### src/rtl/core/thread_slot_round_robin_scheduler_defines.svh
// ----------------------------------------------------------------------------
// thread slot scheduler assertion macros
// shared property wrappers, sampled on clk and disabled during rst
// ----------------------------------------------------------------------------
`ifndef THREAD_SLOT_ROUND_ROBIN_SCHEDULER_DEFINES_SVH
`define THREAD_SLOT_ROUND_ROBIN_SCHEDULER_DEFINES_SVH

// same-cycle implication
`define TSRR_ASSERT_IMP(label, cond, cons, msg) \
  label: assert property (@(posedge clk) disable iff (rst) (cond) |-> (cons)) else $error(msg);

// next-cycle implication
`define TSRR_ASSERT_NEXT(label, cond, cons, msg) \
  label: assert property (@(posedge clk) disable iff (rst) (cond) |=> (cons)) else $error(msg);

`endif

### src/rtl/core/tsrr_pkg.sv
// ----------------------------------------------------------------------------
// tsrr_pkg
// types and constants shared by the thread slot scheduler modules
// ----------------------------------------------------------------------------
`default_nettype none

package tsrr_pkg;

  localparam int THREAD_SLOTS_DEF = 16;
  localparam int CPU_COUNT_DEF    = 4;

  localparam int RATE_W      = 14;
  localparam logic [RATE_W-1:0] RATE_RESET = 14'd100;

  // ceil(ms * rate / 1000) by folding: x = h * 1024 + l = h * 1000 + (24 * h + l)
  localparam int PROD_W  = 46;
  localparam int DIV_N_W = 47;
  localparam int DIV_SH  = 10;
  localparam int DIV_H_W = DIV_N_W - DIV_SH;
  localparam logic [DIV_SH-1:0]  DIVISOR  = 10'd1000;
  localparam logic [DIV_N_W-1:0] ROUND_UP = 47'd999;

  // pinned cpu code for "any"
  localparam logic [2:0] PIN_ANY = 3'b100;

  typedef enum logic [2:0] {
    ACT_TICK   = 3'd0,
    ACT_CREATE = 3'd1,
    ACT_YIELD  = 3'd2,
    ACT_SLEEP  = 3'd3,
    ACT_EXIT   = 3'd4,
    ACT_REAP   = 3'd5,
    ACT_ADOPT  = 3'd6
  } act_t;

  localparam logic [2:0] ACT_CODE_BAD = 3'd7;

  typedef enum logic [1:0] {
    STAT_SWITCHED = 2'd0,
    STAT_NONE     = 2'd1,
    STAT_REJECT   = 2'd2,
    STAT_DONE     = 2'd3
  } stat_t;

  typedef enum logic [2:0] {
    SS_FREE     = 3'd0,
    SS_READY    = 3'd1,
    SS_RUNNING  = 3'd2,
    SS_SLEEPING = 3'd3,
    SS_DEAD     = 3'd4
  } sstate_t;

  typedef enum logic [2:0] {
    PH_IDLE,
    PH_DECODE,
    PH_MUL,
    PH_DIV,
    PH_SLEEP_WR,
    PH_SCAN,
    PH_RELEASE,
    PH_TICK
  } phase_t;

  // one classified action travelling from front to back
  typedef struct packed {
    act_t        act;
    logic        rej;
    logic [1:0]  cpu;
    logic [3:0]  slot;
    logic [2:0]  pin;
    logic [31:0] now;
    logic [31:0] ms;
  } item_t;

endpackage

`default_nettype wire

### src/rtl/core/tsrr_front.sv
// ----------------------------------------------------------------------------
// tsrr_front
// accepts actions, checks ranges and codes, and queues them for the back end
// ----------------------------------------------------------------------------
`default_nettype none

module tsrr_front #(
  parameter int THREAD_SLOTS = tsrr_pkg::THREAD_SLOTS_DEF,
  parameter int CPU_COUNT    = tsrr_pkg::CPU_COUNT_DEF
) (
  input  wire logic                clk,
  input  wire logic                rst,
  input  wire logic                in_valid,
  output logic                     in_ready,
  input  wire logic [2:0]          action,
  input  wire logic [1:0]          cpu,
  input  wire logic [3:0]          slot,
  input  wire logic signed [2:0]   pin_cpu,
  input  wire logic [31:0]         now_tick,
  input  wire logic [31:0]         sleep_ms,
  output logic                     q_valid,
  output tsrr_pkg::item_t          q_item,
  input  wire logic                pop
);

  tsrr_pkg::item_t mem [2];
  logic       wp;
  logic       rp;
  logic [1:0] cnt;
  logic       push;
  logic       bad_code;
  logic       needs_cpu;
  logic       needs_slot;
  tsrr_pkg::item_t cls;

  // classify the incoming action
  always_comb begin
    bad_code   = (action == tsrr_pkg::ACT_CODE_BAD);
    needs_cpu  = (action == tsrr_pkg::ACT_YIELD) || (action == tsrr_pkg::ACT_SLEEP) ||
                 (action == tsrr_pkg::ACT_EXIT)  || (action == tsrr_pkg::ACT_ADOPT);
    needs_slot = (action == tsrr_pkg::ACT_CREATE) || (action == tsrr_pkg::ACT_REAP) ||
                 (action == tsrr_pkg::ACT_ADOPT);
    cls.act = bad_code ? tsrr_pkg::ACT_TICK : tsrr_pkg::act_t'(action);
    cls.rej = bad_code || (needs_cpu && (int'(cpu) >= CPU_COUNT)) ||
              (needs_slot && (int'(slot) >= THREAD_SLOTS));
    cls.cpu  = cpu;
    cls.slot = slot;
    cls.pin  = pin_cpu[2] ? tsrr_pkg::PIN_ANY : pin_cpu;
    cls.now  = now_tick;
    cls.ms   = sleep_ms;
  end

  // two-entry queue
  assign in_ready = (cnt != 2'd2);
  assign push     = in_valid && in_ready;
  assign q_valid  = (cnt != 2'd0);
  assign q_item   = mem[rp];

  always_ff @(posedge clk) begin
    if (push) begin
      mem[wp] <= cls;
    end
  end

  always_ff @(posedge clk) begin
    if (rst) begin
      wp  <= 1'b0;
      rp  <= 1'b0;
      cnt <= 2'd0;
    end else begin
      if (push) wp <= ~wp;
      if (pop) rp <= ~rp;
      cnt <= cnt + 2'(push) - 2'(pop);
    end
  end

endmodule

`default_nettype wire

### src/rtl/core/tsrr_back.sv
// ----------------------------------------------------------------------------
// tsrr_back
// slot table, per-cpu current slot, round-robin scan and sleep divider
// ----------------------------------------------------------------------------
`default_nettype none

`include "thread_slot_round_robin_scheduler_defines.svh"

module tsrr_back #(
  parameter int THREAD_SLOTS = tsrr_pkg::THREAD_SLOTS_DEF,
  parameter int CPU_COUNT    = tsrr_pkg::CPU_COUNT_DEF
) (
  input  wire logic                        clk,
  input  wire logic                        rst,
  input  wire logic                        q_valid,
  input  wire tsrr_pkg::item_t             q_item,
  output logic                             pop,
  input  wire logic [tsrr_pkg::RATE_W-1:0] rate,
  output logic                             out_valid,
  input  wire logic                        out_ready,
  output logic [1:0]                       status,
  output logic [3:0]                       chosen_slot,
  output logic [3:0]                       previous_slot,
  output logic [4:0]                       woken_count
);

  localparam int SW = $clog2(THREAD_SLOTS);
  localparam int CW = (CPU_COUNT > 1) ? $clog2(CPU_COUNT) : 1;
  localparam int NW = $clog2(THREAD_SLOTS + 1);
  localparam logic [SW-1:0] LAST = SW'(THREAD_SLOTS - 1);

  // slot table
  tsrr_pkg::sstate_t st_tab [THREAD_SLOTS];
  logic [31:0]       wake_tab [THREAD_SLOTS];
  logic              runv_tab [THREAD_SLOTS];
  logic [CW-1:0]     runc_tab [THREAD_SLOTS];
  logic [2:0]        pin_tab [THREAD_SLOTS];

  // per-cpu current slot
  logic          cur_v [CPU_COUNT];
  logic [SW-1:0] cur_idx [CPU_COUNT];

  tsrr_pkg::phase_t phase, phase_next;
  tsrr_pkg::item_t  it;
  logic [31:0]      last_now;
  logic             prev_v;
  logic [SW-1:0]    prev_s;
  logic [SW-1:0]    scan_i;
  logic [SW-1:0]    scan_n;
  logic [NW-1:0]    woken;

  logic [tsrr_pkg::DIV_N_W-1:0] div_x;
  logic [31:0]                  div_q;
  logic [tsrr_pkg::PROD_W-1:0]  prod;
  logic [tsrr_pkg::DIV_H_W-1:0] div_h;
  logic                         div_done;
  logic                         div_fix;

  tsrr_pkg::stat_t res_status;
  logic            res_clear;

  // decode helpers
  logic [CW-1:0]     ci;
  logic [SW-1:0]     slot_i;
  logic              cur_vc;
  logic [SW-1:0]     cur_sc;
  logic [SW-1:0]     start_i;
  logic              uses_slot;
  logic [SW-1:0]     rd_a;
  tsrr_pkg::sstate_t r_st;
  logic [31:0]       r_wake;
  logic              r_runv;
  logic [CW-1:0]     r_runc;
  logic [2:0]        r_pin;
  logic              may_run;
  logic              last_step;
  logic              self_hit;
  logic              wake_hit;
  logic [3:0]        prev_out;

  // control outputs
  logic              we;
  tsrr_pkg::sstate_t w_st;
  logic [31:0]       w_wake;
  logic              w_runv;
  logic [CW-1:0]     w_runc;
  logic [2:0]        w_pin;
  logic              cur_we;
  logic [SW-1:0]     cur_wi;
  logic              res_load;
  tsrr_pkg::stat_t   res_st;
  logic [3:0]        res_ch;
  logic [3:0]        res_pr;
  logic [4:0]        res_wk;

  // table read port, shared by all phases
  always_comb begin
    ci        = CW'(it.cpu);
    slot_i    = SW'(it.slot);
    cur_vc    = cur_v[ci];
    cur_sc    = cur_idx[ci];
    start_i   = (cur_vc && (cur_sc != LAST)) ? cur_sc + 1'b1 : '0;
    uses_slot = (it.act == tsrr_pkg::ACT_CREATE) || (it.act == tsrr_pkg::ACT_REAP) ||
                (it.act == tsrr_pkg::ACT_ADOPT);
    unique case (phase)
      tsrr_pkg::PH_DECODE:                  rd_a = uses_slot ? slot_i : cur_sc;
      tsrr_pkg::PH_SCAN, tsrr_pkg::PH_TICK: rd_a = scan_i;
      default:                              rd_a = prev_s;
    endcase
    r_st      = st_tab[rd_a];
    r_wake    = wake_tab[rd_a];
    r_runv    = runv_tab[rd_a];
    r_runc    = runc_tab[rd_a];
    r_pin     = pin_tab[rd_a];
    may_run   = (r_st == tsrr_pkg::SS_READY) && !r_runv &&
                (r_pin[2] || (r_pin == {1'b0, it.cpu}));
    last_step = (scan_n == LAST);
    self_hit  = prev_v && (scan_i == prev_s);
    wake_hit  = (r_st == tsrr_pkg::SS_SLEEPING) && (it.now >= r_wake);
    prev_out  = prev_v ? 4'(prev_s) : 4'd0;
    prod      = it.ms * rate;
    // high part folds into the quotient, remainder check once it is empty
    div_h     = div_x[tsrr_pkg::DIV_N_W-1:tsrr_pkg::DIV_SH];
    div_done  = (div_h == '0);
    div_fix   = (div_x[tsrr_pkg::DIV_SH-1:0] >= tsrr_pkg::DIVISOR);
  end

  // next phase
  always_comb begin
    phase_next = phase;
    unique case (phase)
      tsrr_pkg::PH_IDLE: begin
        if (q_valid && !out_valid) phase_next = tsrr_pkg::PH_DECODE;
      end
      tsrr_pkg::PH_DECODE: begin
        phase_next = tsrr_pkg::PH_IDLE;
        if (!it.rej) begin
          unique case (it.act)
            tsrr_pkg::ACT_TICK:  phase_next = tsrr_pkg::PH_TICK;
            tsrr_pkg::ACT_YIELD: phase_next = tsrr_pkg::PH_SCAN;
            tsrr_pkg::ACT_SLEEP: begin
              if (cur_vc && (r_st == tsrr_pkg::SS_RUNNING)) phase_next = tsrr_pkg::PH_MUL;
            end
            tsrr_pkg::ACT_EXIT: begin
              if (cur_vc && (r_st == tsrr_pkg::SS_RUNNING)) phase_next = tsrr_pkg::PH_SCAN;
            end
            tsrr_pkg::ACT_ADOPT: begin
              if (may_run && cur_vc) phase_next = tsrr_pkg::PH_RELEASE;
            end
            default: phase_next = tsrr_pkg::PH_IDLE;
          endcase
        end
      end
      tsrr_pkg::PH_MUL:      phase_next = tsrr_pkg::PH_DIV;
      tsrr_pkg::PH_DIV: begin
        if (div_done) phase_next = tsrr_pkg::PH_SLEEP_WR;
      end
      tsrr_pkg::PH_SLEEP_WR: phase_next = tsrr_pkg::PH_SCAN;
      tsrr_pkg::PH_SCAN: begin
        if (may_run) begin
          phase_next = (!self_hit && prev_v) ? tsrr_pkg::PH_RELEASE : tsrr_pkg::PH_IDLE;
        end else if (last_step) begin
          phase_next = tsrr_pkg::PH_IDLE;
        end
      end
      tsrr_pkg::PH_RELEASE: phase_next = tsrr_pkg::PH_IDLE;
      tsrr_pkg::PH_TICK: begin
        if (last_step) phase_next = tsrr_pkg::PH_IDLE;
      end
      default: phase_next = tsrr_pkg::PH_IDLE;
    endcase
  end

  // table writes and result
  always_comb begin
    pop      = 1'b0;
    we       = 1'b0;
    w_st     = r_st;
    w_wake   = r_wake;
    w_runv   = r_runv;
    w_runc   = r_runc;
    w_pin    = r_pin;
    cur_we   = 1'b0;
    cur_wi   = slot_i;
    res_load = 1'b0;
    res_st   = tsrr_pkg::STAT_REJECT;
    res_ch   = 4'd0;
    res_pr   = 4'd0;
    res_wk   = 5'd0;
    unique case (phase)
      tsrr_pkg::PH_IDLE: begin
        pop = q_valid && !out_valid;
      end
      tsrr_pkg::PH_DECODE: begin
        // rejects load the default result
        res_load = 1'b1;
        if (!it.rej) begin
          unique case (it.act)
            tsrr_pkg::ACT_TICK:  res_load = 1'b0;
            tsrr_pkg::ACT_YIELD: res_load = 1'b0;
            tsrr_pkg::ACT_CREATE: begin
              if (r_st == tsrr_pkg::SS_FREE) begin
                we     = 1'b1;
                w_st   = tsrr_pkg::SS_READY;
                w_wake = 32'd0;
                w_runv = 1'b0;
                w_pin  = it.pin;
                res_st = tsrr_pkg::STAT_DONE;
                res_ch = it.slot;
              end
            end
            tsrr_pkg::ACT_REAP: begin
              if ((r_st == tsrr_pkg::SS_DEAD) && !r_runv) begin
                we     = 1'b1;
                w_st   = tsrr_pkg::SS_FREE;
                w_wake = 32'd0;
                w_pin  = tsrr_pkg::PIN_ANY;
                res_st = tsrr_pkg::STAT_DONE;
                res_ch = it.slot;
              end
            end
            tsrr_pkg::ACT_ADOPT: begin
              if (may_run) begin
                we     = 1'b1;
                w_st   = tsrr_pkg::SS_RUNNING;
                w_runv = 1'b1;
                w_runc = ci;
                cur_we = 1'b1;
                cur_wi = slot_i;
                res_st = tsrr_pkg::STAT_SWITCHED;
                res_ch = it.slot;
                res_pr = cur_vc ? 4'(cur_sc) : 4'd0;
              end
            end
            tsrr_pkg::ACT_SLEEP: begin
              if (cur_vc && (r_st == tsrr_pkg::SS_RUNNING)) res_load = 1'b0;
            end
            tsrr_pkg::ACT_EXIT: begin
              if (cur_vc && (r_st == tsrr_pkg::SS_RUNNING)) begin
                res_load = 1'b0;
                we       = 1'b1;
                w_st     = tsrr_pkg::SS_DEAD;
              end
            end
            default: res_load = 1'b1;
          endcase
        end
      end
      tsrr_pkg::PH_SLEEP_WR: begin
        we     = 1'b1;
        w_st   = tsrr_pkg::SS_SLEEPING;
        w_wake = last_now + div_q + 32'(div_fix);
      end
      tsrr_pkg::PH_SCAN: begin
        if (may_run && self_hit) begin
          res_load = 1'b1;
          res_st   = tsrr_pkg::STAT_NONE;
          res_ch   = prev_out;
          res_pr   = prev_out;
        end else if (may_run) begin
          we       = 1'b1;
          w_st     = tsrr_pkg::SS_RUNNING;
          w_runv   = 1'b1;
          w_runc   = ci;
          cur_we   = 1'b1;
          cur_wi   = scan_i;
          res_load = 1'b1;
          res_st   = tsrr_pkg::STAT_SWITCHED;
          res_ch   = 4'(scan_i);
          res_pr   = prev_out;
        end else if (last_step) begin
          res_load = 1'b1;
          res_st   = tsrr_pkg::STAT_NONE;
          res_ch   = prev_out;
          res_pr   = prev_out;
        end
      end
      tsrr_pkg::PH_RELEASE: begin
        // old current slot leaves the cpu
        we     = 1'b1;
        w_st   = (r_st == tsrr_pkg::SS_RUNNING) ? tsrr_pkg::SS_READY : r_st;
        w_runv = 1'b0;
      end
      tsrr_pkg::PH_TICK: begin
        if (wake_hit) begin
          we   = 1'b1;
          w_st = tsrr_pkg::SS_READY;
        end
        if (last_step) begin
          res_load = 1'b1;
          res_st   = tsrr_pkg::STAT_DONE;
          res_wk   = 5'(woken + NW'(wake_hit));
        end
      end
      default: pop = 1'b0;
    endcase
  end

  // slot table and current slots
  always_ff @(posedge clk) begin
    if (rst) begin
      for (int i = 0; i < THREAD_SLOTS; i++) begin
        st_tab[i]   <= tsrr_pkg::SS_FREE;
        wake_tab[i] <= 32'd0;
        runv_tab[i] <= 1'b0;
        runc_tab[i] <= '0;
        pin_tab[i]  <= tsrr_pkg::PIN_ANY;
      end
      for (int c = 0; c < CPU_COUNT; c++) begin
        cur_v[c]   <= 1'b0;
        cur_idx[c] <= '0;
      end
    end else begin
      if (we) begin
        st_tab[rd_a]   <= w_st;
        wake_tab[rd_a] <= w_wake;
        runv_tab[rd_a] <= w_runv;
        runc_tab[rd_a] <= w_runc;
        pin_tab[rd_a]  <= w_pin;
      end
      if (cur_we) begin
        cur_v[ci]   <= 1'b1;
        cur_idx[ci] <= cur_wi;
      end
    end
  end

  // control state
  always_ff @(posedge clk) begin
    if (rst) begin
      phase     <= tsrr_pkg::PH_IDLE;
      last_now  <= 32'd0;
      out_valid <= 1'b0;
    end else begin
      phase <= phase_next;
      if ((phase == tsrr_pkg::PH_DECODE) && !it.rej && (it.act == tsrr_pkg::ACT_TICK)) begin
        last_now <= it.now;
      end
      if (res_load) begin
        out_valid <= 1'b1;
      end else if (out_ready) begin
        out_valid <= 1'b0;
      end
    end
  end

  // item, scan and divider datapath
  always_ff @(posedge clk) begin
    if (pop) it <= q_item;
    if (res_load) begin
      res_status    <= res_st;
      chosen_slot   <= res_ch;
      previous_slot <= res_pr;
      woken_count   <= res_wk;
    end
    unique case (phase)
      tsrr_pkg::PH_DECODE: begin
        prev_v <= cur_vc;
        prev_s <= cur_sc;
        scan_i <= (it.act == tsrr_pkg::ACT_TICK) ? '0 : start_i;
        scan_n <= '0;
        woken  <= '0;
      end
      tsrr_pkg::PH_MUL: begin
        div_x <= {1'b0, prod} + tsrr_pkg::ROUND_UP;
        div_q <= 32'd0;
      end
      tsrr_pkg::PH_DIV: begin
        // x := 24 * h + l, quotient gains h
        div_q <= div_q + div_h[31:0];
        div_x <= tsrr_pkg::DIV_N_W'({div_h, 4'b0000}) + tsrr_pkg::DIV_N_W'({div_h, 3'b000}) +
                 tsrr_pkg::DIV_N_W'(div_x[tsrr_pkg::DIV_SH-1:0]);
      end
      tsrr_pkg::PH_SCAN, tsrr_pkg::PH_TICK: begin
        scan_i <= (scan_i == LAST) ? '0 : scan_i + 1'b1;
        scan_n <= scan_n + 1'b1;
        woken  <= woken + NW'(wake_hit && (phase == tsrr_pkg::PH_TICK));
      end
      default: begin
        scan_n <= scan_n;
      end
    endcase
  end

  assign status    = res_status;
  assign res_clear = (chosen_slot == 4'd0) && (previous_slot == 4'd0) && (woken_count == 5'd0);

  `TSRR_ASSERT_IMP(a_load_into_free_slot, res_load, !out_valid, "result loaded over a pending one")
  `TSRR_ASSERT_NEXT(a_pop_starts_decode, pop, phase == tsrr_pkg::PH_DECODE, "pop without decode")
  `TSRR_ASSERT_IMP(a_reject_clean, out_valid && (status == tsrr_pkg::STAT_REJECT), res_clear, "rejected result carries data")
  `TSRR_ASSERT_IMP(a_release_has_prev, phase == tsrr_pkg::PH_RELEASE, prev_v, "release with no previous slot")

endmodule

`default_nettype wire

### src/rtl/core/thread_slot_round_robin_scheduler.sv
// ----------------------------------------------------------------------------
// thread_slot_round_robin_scheduler
// multi-cpu thread slot table with round-robin scheduling and cpu pinning
// ----------------------------------------------------------------------------
//
//   channel   handshake               payload
//   cfg       cfg_valid / cfg_ready   tick_rate_hz
//   in        in_valid / in_ready     action, cpu, slot, pin_cpu, now_tick, sleep_ms
//   out       out_valid / out_ready   status, chosen_slot, previous_slot, woken_count
//
// create, reap, adopt and rejects end in decode; adopt with a current slot adds a release
// yield and exit scan one slot per cycle, visiting at most THREAD_SLOTS slots
// tick visits every slot once
// sleep adds a multiply step, divide steps (about five quotient bits each)
// and a write step before its scan
// reset clears the whole table at once; a two-entry queue keeps input open while the back end
// works, and the back end starts the next action once the result register is empty
// ----------------------------------------------------------------------------
`default_nettype none

module thread_slot_round_robin_scheduler #(
  parameter int THREAD_SLOTS = tsrr_pkg::THREAD_SLOTS_DEF,
  parameter int CPU_COUNT    = tsrr_pkg::CPU_COUNT_DEF
) (
  input  wire logic                        clk,
  input  wire logic                        rst,
  input  wire logic                        cfg_valid,
  output logic                             cfg_ready,
  input  wire logic [tsrr_pkg::RATE_W-1:0] tick_rate_hz,
  input  wire logic                        in_valid,
  output logic                             in_ready,
  input  wire logic [2:0]                  action,
  input  wire logic [1:0]                  cpu,
  input  wire logic [3:0]                  slot,
  input  wire logic signed [2:0]           pin_cpu,
  input  wire logic [31:0]                 now_tick,
  input  wire logic [31:0]                 sleep_ms,
  output logic                             out_valid,
  input  wire logic                        out_ready,
  output logic [1:0]                       status,
  output logic [3:0]                       chosen_slot,
  output logic [3:0]                       previous_slot,
  output logic [4:0]                       woken_count
);

  logic [tsrr_pkg::RATE_W-1:0] rate;
  logic                        q_valid;
  tsrr_pkg::item_t             q_item;
  logic                        pop;

  // tick rate register
  assign cfg_ready = 1'b1;

  always_ff @(posedge clk) begin
    if (rst) begin
      rate <= tsrr_pkg::RATE_RESET;
    end else if (cfg_valid) begin
      rate <= tick_rate_hz;
    end
  end

  tsrr_front #(
    .THREAD_SLOTS (THREAD_SLOTS),
    .CPU_COUNT    (CPU_COUNT)
  ) u_front (
    .clk      (clk),
    .rst      (rst),
    .in_valid (in_valid),
    .in_ready (in_ready),
    .action   (action),
    .cpu      (cpu),
    .slot     (slot),
    .pin_cpu  (pin_cpu),
    .now_tick (now_tick),
    .sleep_ms (sleep_ms),
    .q_valid  (q_valid),
    .q_item   (q_item),
    .pop      (pop)
  );

  tsrr_back #(
    .THREAD_SLOTS (THREAD_SLOTS),
    .CPU_COUNT    (CPU_COUNT)
  ) u_back (
    .clk           (clk),
    .rst           (rst),
    .q_valid       (q_valid),
    .q_item        (q_item),
    .pop           (pop),
    .rate          (rate),
    .out_valid     (out_valid),
    .out_ready     (out_ready),
    .status        (status),
    .chosen_slot   (chosen_slot),
    .previous_slot (previous_slot),
    .woken_count   (woken_count)
  );

endmodule

`default_nettype wire
### config.mk
export PLATFORM = sky130hd
export DESIGN_NAME = thread_slot_round_robin_scheduler
export DESIGN_NICKNAME = d
export VERILOG_FILES = /design/src/rtl/core/tsrr_pkg.sv /design/src/rtl/core/tsrr_front.sv /design/src/rtl/core/tsrr_back.sv /design/src/rtl/core/thread_slot_round_robin_scheduler.sv
export VERILOG_INCLUDE_DIRS = /design/src /design/src/rtl/core
export SDC_FILE = /design/constraint.sdc
export NUM_CORES = 2
export LEC_CHECK = 0
export BUFFER_PORTS_ARGS = -buffer_cell sky130_fd_sc_hd__buf_2
export CELL_PAD_IN_SITES_DETAIL_PLACEMENT = 0
export CELL_PAD_IN_SITES_GLOBAL_PLACEMENT = 2
export CORE_MARGIN = 2
export CORE_UTILIZATION = 30
export DETAILED_ROUTE_END_ITERATION = 8
export PLACE_DENSITY_LB_ADDON = 0.1
export SLEW_MARGIN = 0
export SYNTH_ARGS = -nofsm -noshare
export SYNTH_HDL_FRONTEND = slang
export SYNTH_SLANG_ARGS = --single-unit
### constraint.sdc
create_clock -name clk -period 13.4 [get_ports clk]
set_input_delay 1.34 -clock clk [delete_from_list [all_inputs] [get_ports clk]]
set_output_delay 1.34 -clock clk [all_outputs]
set_load 0.02 [all_outputs]
==> out/results.ini <==
[status]
status = complete, no violations

[min_path]
holdPathStages = 2
min_to = u_back.last_now[16]
hold_path.class = reg -> reg
holdCritStartpoint = u_back.last_now[16]

[clock_tree]
clk_latency_ns = 0.81
htree_levels = 4
cts.sinks = 1038
cts_resized = 0
numCtsBuffers = 135
holdBufCountCts = 0
cts_max_path_buffers = 3
cts-root-buf = clkbuf_16
cts_tree = yes
cts_setup_buffers = 0
clk_pin_slew_ns = 0.06

[routing]
drt-initial-drc-count = 2835
drt_wl_total_um = 211000
dr_total_vias = 46245
drc = 0
wire_per_inst_um = 22.6
ant_nets = 0
drt-vias-per-instance = 4.96
first_pass_iters = 5

[synthesis]
yosysSeqAreaShare_pct = 46.5
synth_edf_count = 984
synth_area_per_cell_um2 = 10.3
yosysUniqueCellTypes = 93
synth_warnings = 0
synth_seq_cells = 1038
synth_ff_type = edfxtp_1
syn_inst = 6374
syn_nets = 7135
netlist_area_mm2 = 0.0658
synthArstFlopShare_pct = 0

[timing]
layout_min_cycle_time_ns = 9.75
finalCritPeriodShare_pct = 72.8
setup_tns_ns = 0
setup_viol = 0
finClkSkew_ns = 0.0430
final.setup.worst_slack_ns = 3.65
relSlewSlack_pct = 19.8
tightestPinTransition_ns = 1.20
rsz0062_at_grt = no
final-hold-violation-count = 0
fmax_mhz = 103
slew_viol_final = 0

[worst_setup_path]
slowest_delay_ns = 0.93
worstPathRequired_ns = 13.81
cp_common_cell = buf_4
cp_slowest_cell = nor2_2
start_kind = flip-flop
crit_arrival_ns = 10.16
critPathMaxFanout = 80
reg2reg_depth = 26
critPathKind = reg -> reg
end_kind = flip-flop
reg2reg_to = u_back.wake_tab[3][21]
regToRegSetupSlack_ns = 3.65
crit_buf_inv = 7
crit_family = compound AO/OA/AOI/OAI gates
timing.rr.start = u_back.phase[2]

[grt]
antenna_found_initial = 3
grt-ovfl-total = 0
grt_pass1_vias = 48106
track_usage_pct = 18.8
grt_pass1_wl_um = 315000
grt_max_degree = 95

[place]
hpwl_um = 147000
io_buffers = 111
gp_congestion = 0.825
pre_cts_slack_ns = 3.54

[floorplan]
core_mm2 = 0.218
io_pins = 113
die_y_um = 472
dieArea_mm2 = 0.223
die_w_um = 472
initial_utilization_pct = 30.2
std_cell_rows = 171

[final_layout]
utilization_pct = 34.1
area_delta_synth_final_pct = 12.7
final_layout_size_suffix_gt1_share_pct = 10.3
fin_nets = 7115

[flow_run]
maxCapViolations = 0

[worst register-to-register path: cells and delay by family (launching register included)]
| kind | cells | cell delay [ns] |
|---|---|---|
| compound gates | 12 | 3.52 |
| fa+ha+maj | 1 | 0.15 |
| buf+inv | 7 | 2.01 |
| flops | 1 | 0.81 |
| simple gates | 6 | 2.87 |
[placed cells by master (no fill, tap or decap), types with 105 or more instances in the layout]
| cell type | n |
|---|---|
| clkbuf_16 | 135 |
| buf_2 | 110 |
| inv_1 | 504 |
| ha_1 | 294 |
| nand2_1 | 964 |
| and2_1 | 243 |
| nand3_1 | 318 |
| edfxtp_1 | 984 |
| nor2_1 | 813 |
| buf_4 | 105 |
| a21oi_1 | 180 |
| fa_1 | 372 |
[area by class of cell]
class                   instances  area (um2)
clock inverters                68         810
clock buffers                 179        3610
well taps                    2854        3570
inverters                     507        1900
diodes                          3        7.51
flip-flops and latches       1038       30600
fillers                     22020      143000
repair buffers                223        1500
multi-input cells            4449       32100
[cell usage after synthesis, types with 10 or more instances]
master	count	share of area, %
nor4_1	15	0.14
a22oi_2	10	0.19
or2_2	17	0.16
o211ai_1	21	0.24
fa_1	372	11
a31oi_1	25	0.24
a211oi_1	12	0.14
ha_1	294	5.6
and3_1	66	0.63
o311ai_0	12	0.16
dfxtp_1	54	1.6
clkbuf_1	248	1.4
o21ai_1	14	0.11
buf_1	39	0.22
nand4_1	23	0.22
o21ai_0	100	0.76
nand2b_1	64	0.61
o21bai_1	23	0.26
nor2_1	818	4.7
inv_1	505	2.9
nand2_1	966	5.5
nor2b_1	52	0.49
a32oi_1	23	0.31
or3_1	18	0.17
a311oi_1	73	0.97
buf_2	86	0.65
o21a_1	22	0.25
a21oi_2	18	0.24
and2_1	243	2.3
a31o_2	33	0.44
o31ai_1	20	0.23
nand3_1	318	2.4
edfxtp_1	984	45
mux2i_1	53	0.81
a21o_1	78	0.89
mux2_2	83	1.4
xor2_1	73	0.97
a21oi_1	180	1.4
xnor2_1	91	1.2
nor3_1	62	0.47
[cells by family (layout without fill, tap and decap cells)]
family / Yosys count / count (layout) / share of synthesized area [%]
XOR/XNOR: 164 / 164 / 2.18
multiplexers: 142 / 142 / 2.43
flip-flops: 1038 / 1038 / 46.5
buffers and inverters: 887 / 977 / 5.27
AND/OR/NAND/NOR: 2707 / 2707 / 18.4
adder cells (fa/ha/maj): 666 / 666 / 16.9
AO/OA/AOI/OAI: 769 / 769 / 8.29
other: 1 / 4 / 0.00570
[how the worst max path moves through the flow]
| stage | start | end | slack (ns) | depth (start not counted) |
|---|---|---|---|---|
| after global placement | u_back.phase[2] | u_back.wake_tab[3][7] | 3.57 | 26 |
| after detailed placement | u_back.phase[2] | u_back.wake_tab[3][0] | 3.54 | 26 |
| after CTS | u_back.phase[2] | u_back.wake_tab[3][9] | 3.57 | 26 |
| after floorplan | u_back.phase[0] | u_front.cnt[1] | 3.38 | 9 |
| final | u_back.phase[2] | u_back.wake_tab[3][21] | 3.65 | 26 |
| after global routing | u_back.phase[2] | u_back.wake_tab[3][7] | 2.95 | 26 |
[state kept, by name, indices dropped and copies added, names as in the netlist, 5 cells and up]
name	flops
u_back.pin_tab	48
u_back.woken	5
u_back.runv_tab	16
rate	14
u_back.cur_idx	16
u_back.wake_tab	512
u_front.mem	154
u_back.last_now	32
u_back.div_q	32
u_back.woken_count	5
u_back.it	71
u_back.st_tab	48
u_back.div_x	44
[layer usage]
metal / global-route usage [%] / up-vias / wire (um)
met5: 0 / - / 0
li1: - / 21743 / -
met1: 24.8 / 23482 / 94700
met2: 32.3 / 791 / 103000
met3: 2.64 / 229 / 7970
met4: 4.74 / 0 / 4890
[stage by stage]
step | cell area (um2) | instances | hold slack [ns]
4_1_cts | 74200 | 9318 | 0.461
5_1_grt | 74200 | 9319 | 0.480
6_report | 74200 | 9321 | 0.456
2_1_floorplan | 65800 | 6374 | 0.436
3_3_place_gp | 69800 | 9071 | 0.445
3_5_place_dp | 69800 | 9071 | 0.453
Power is not shown: default switching activity piles up to over one toggle a cycle in this logic, so the estimate is an artifact.
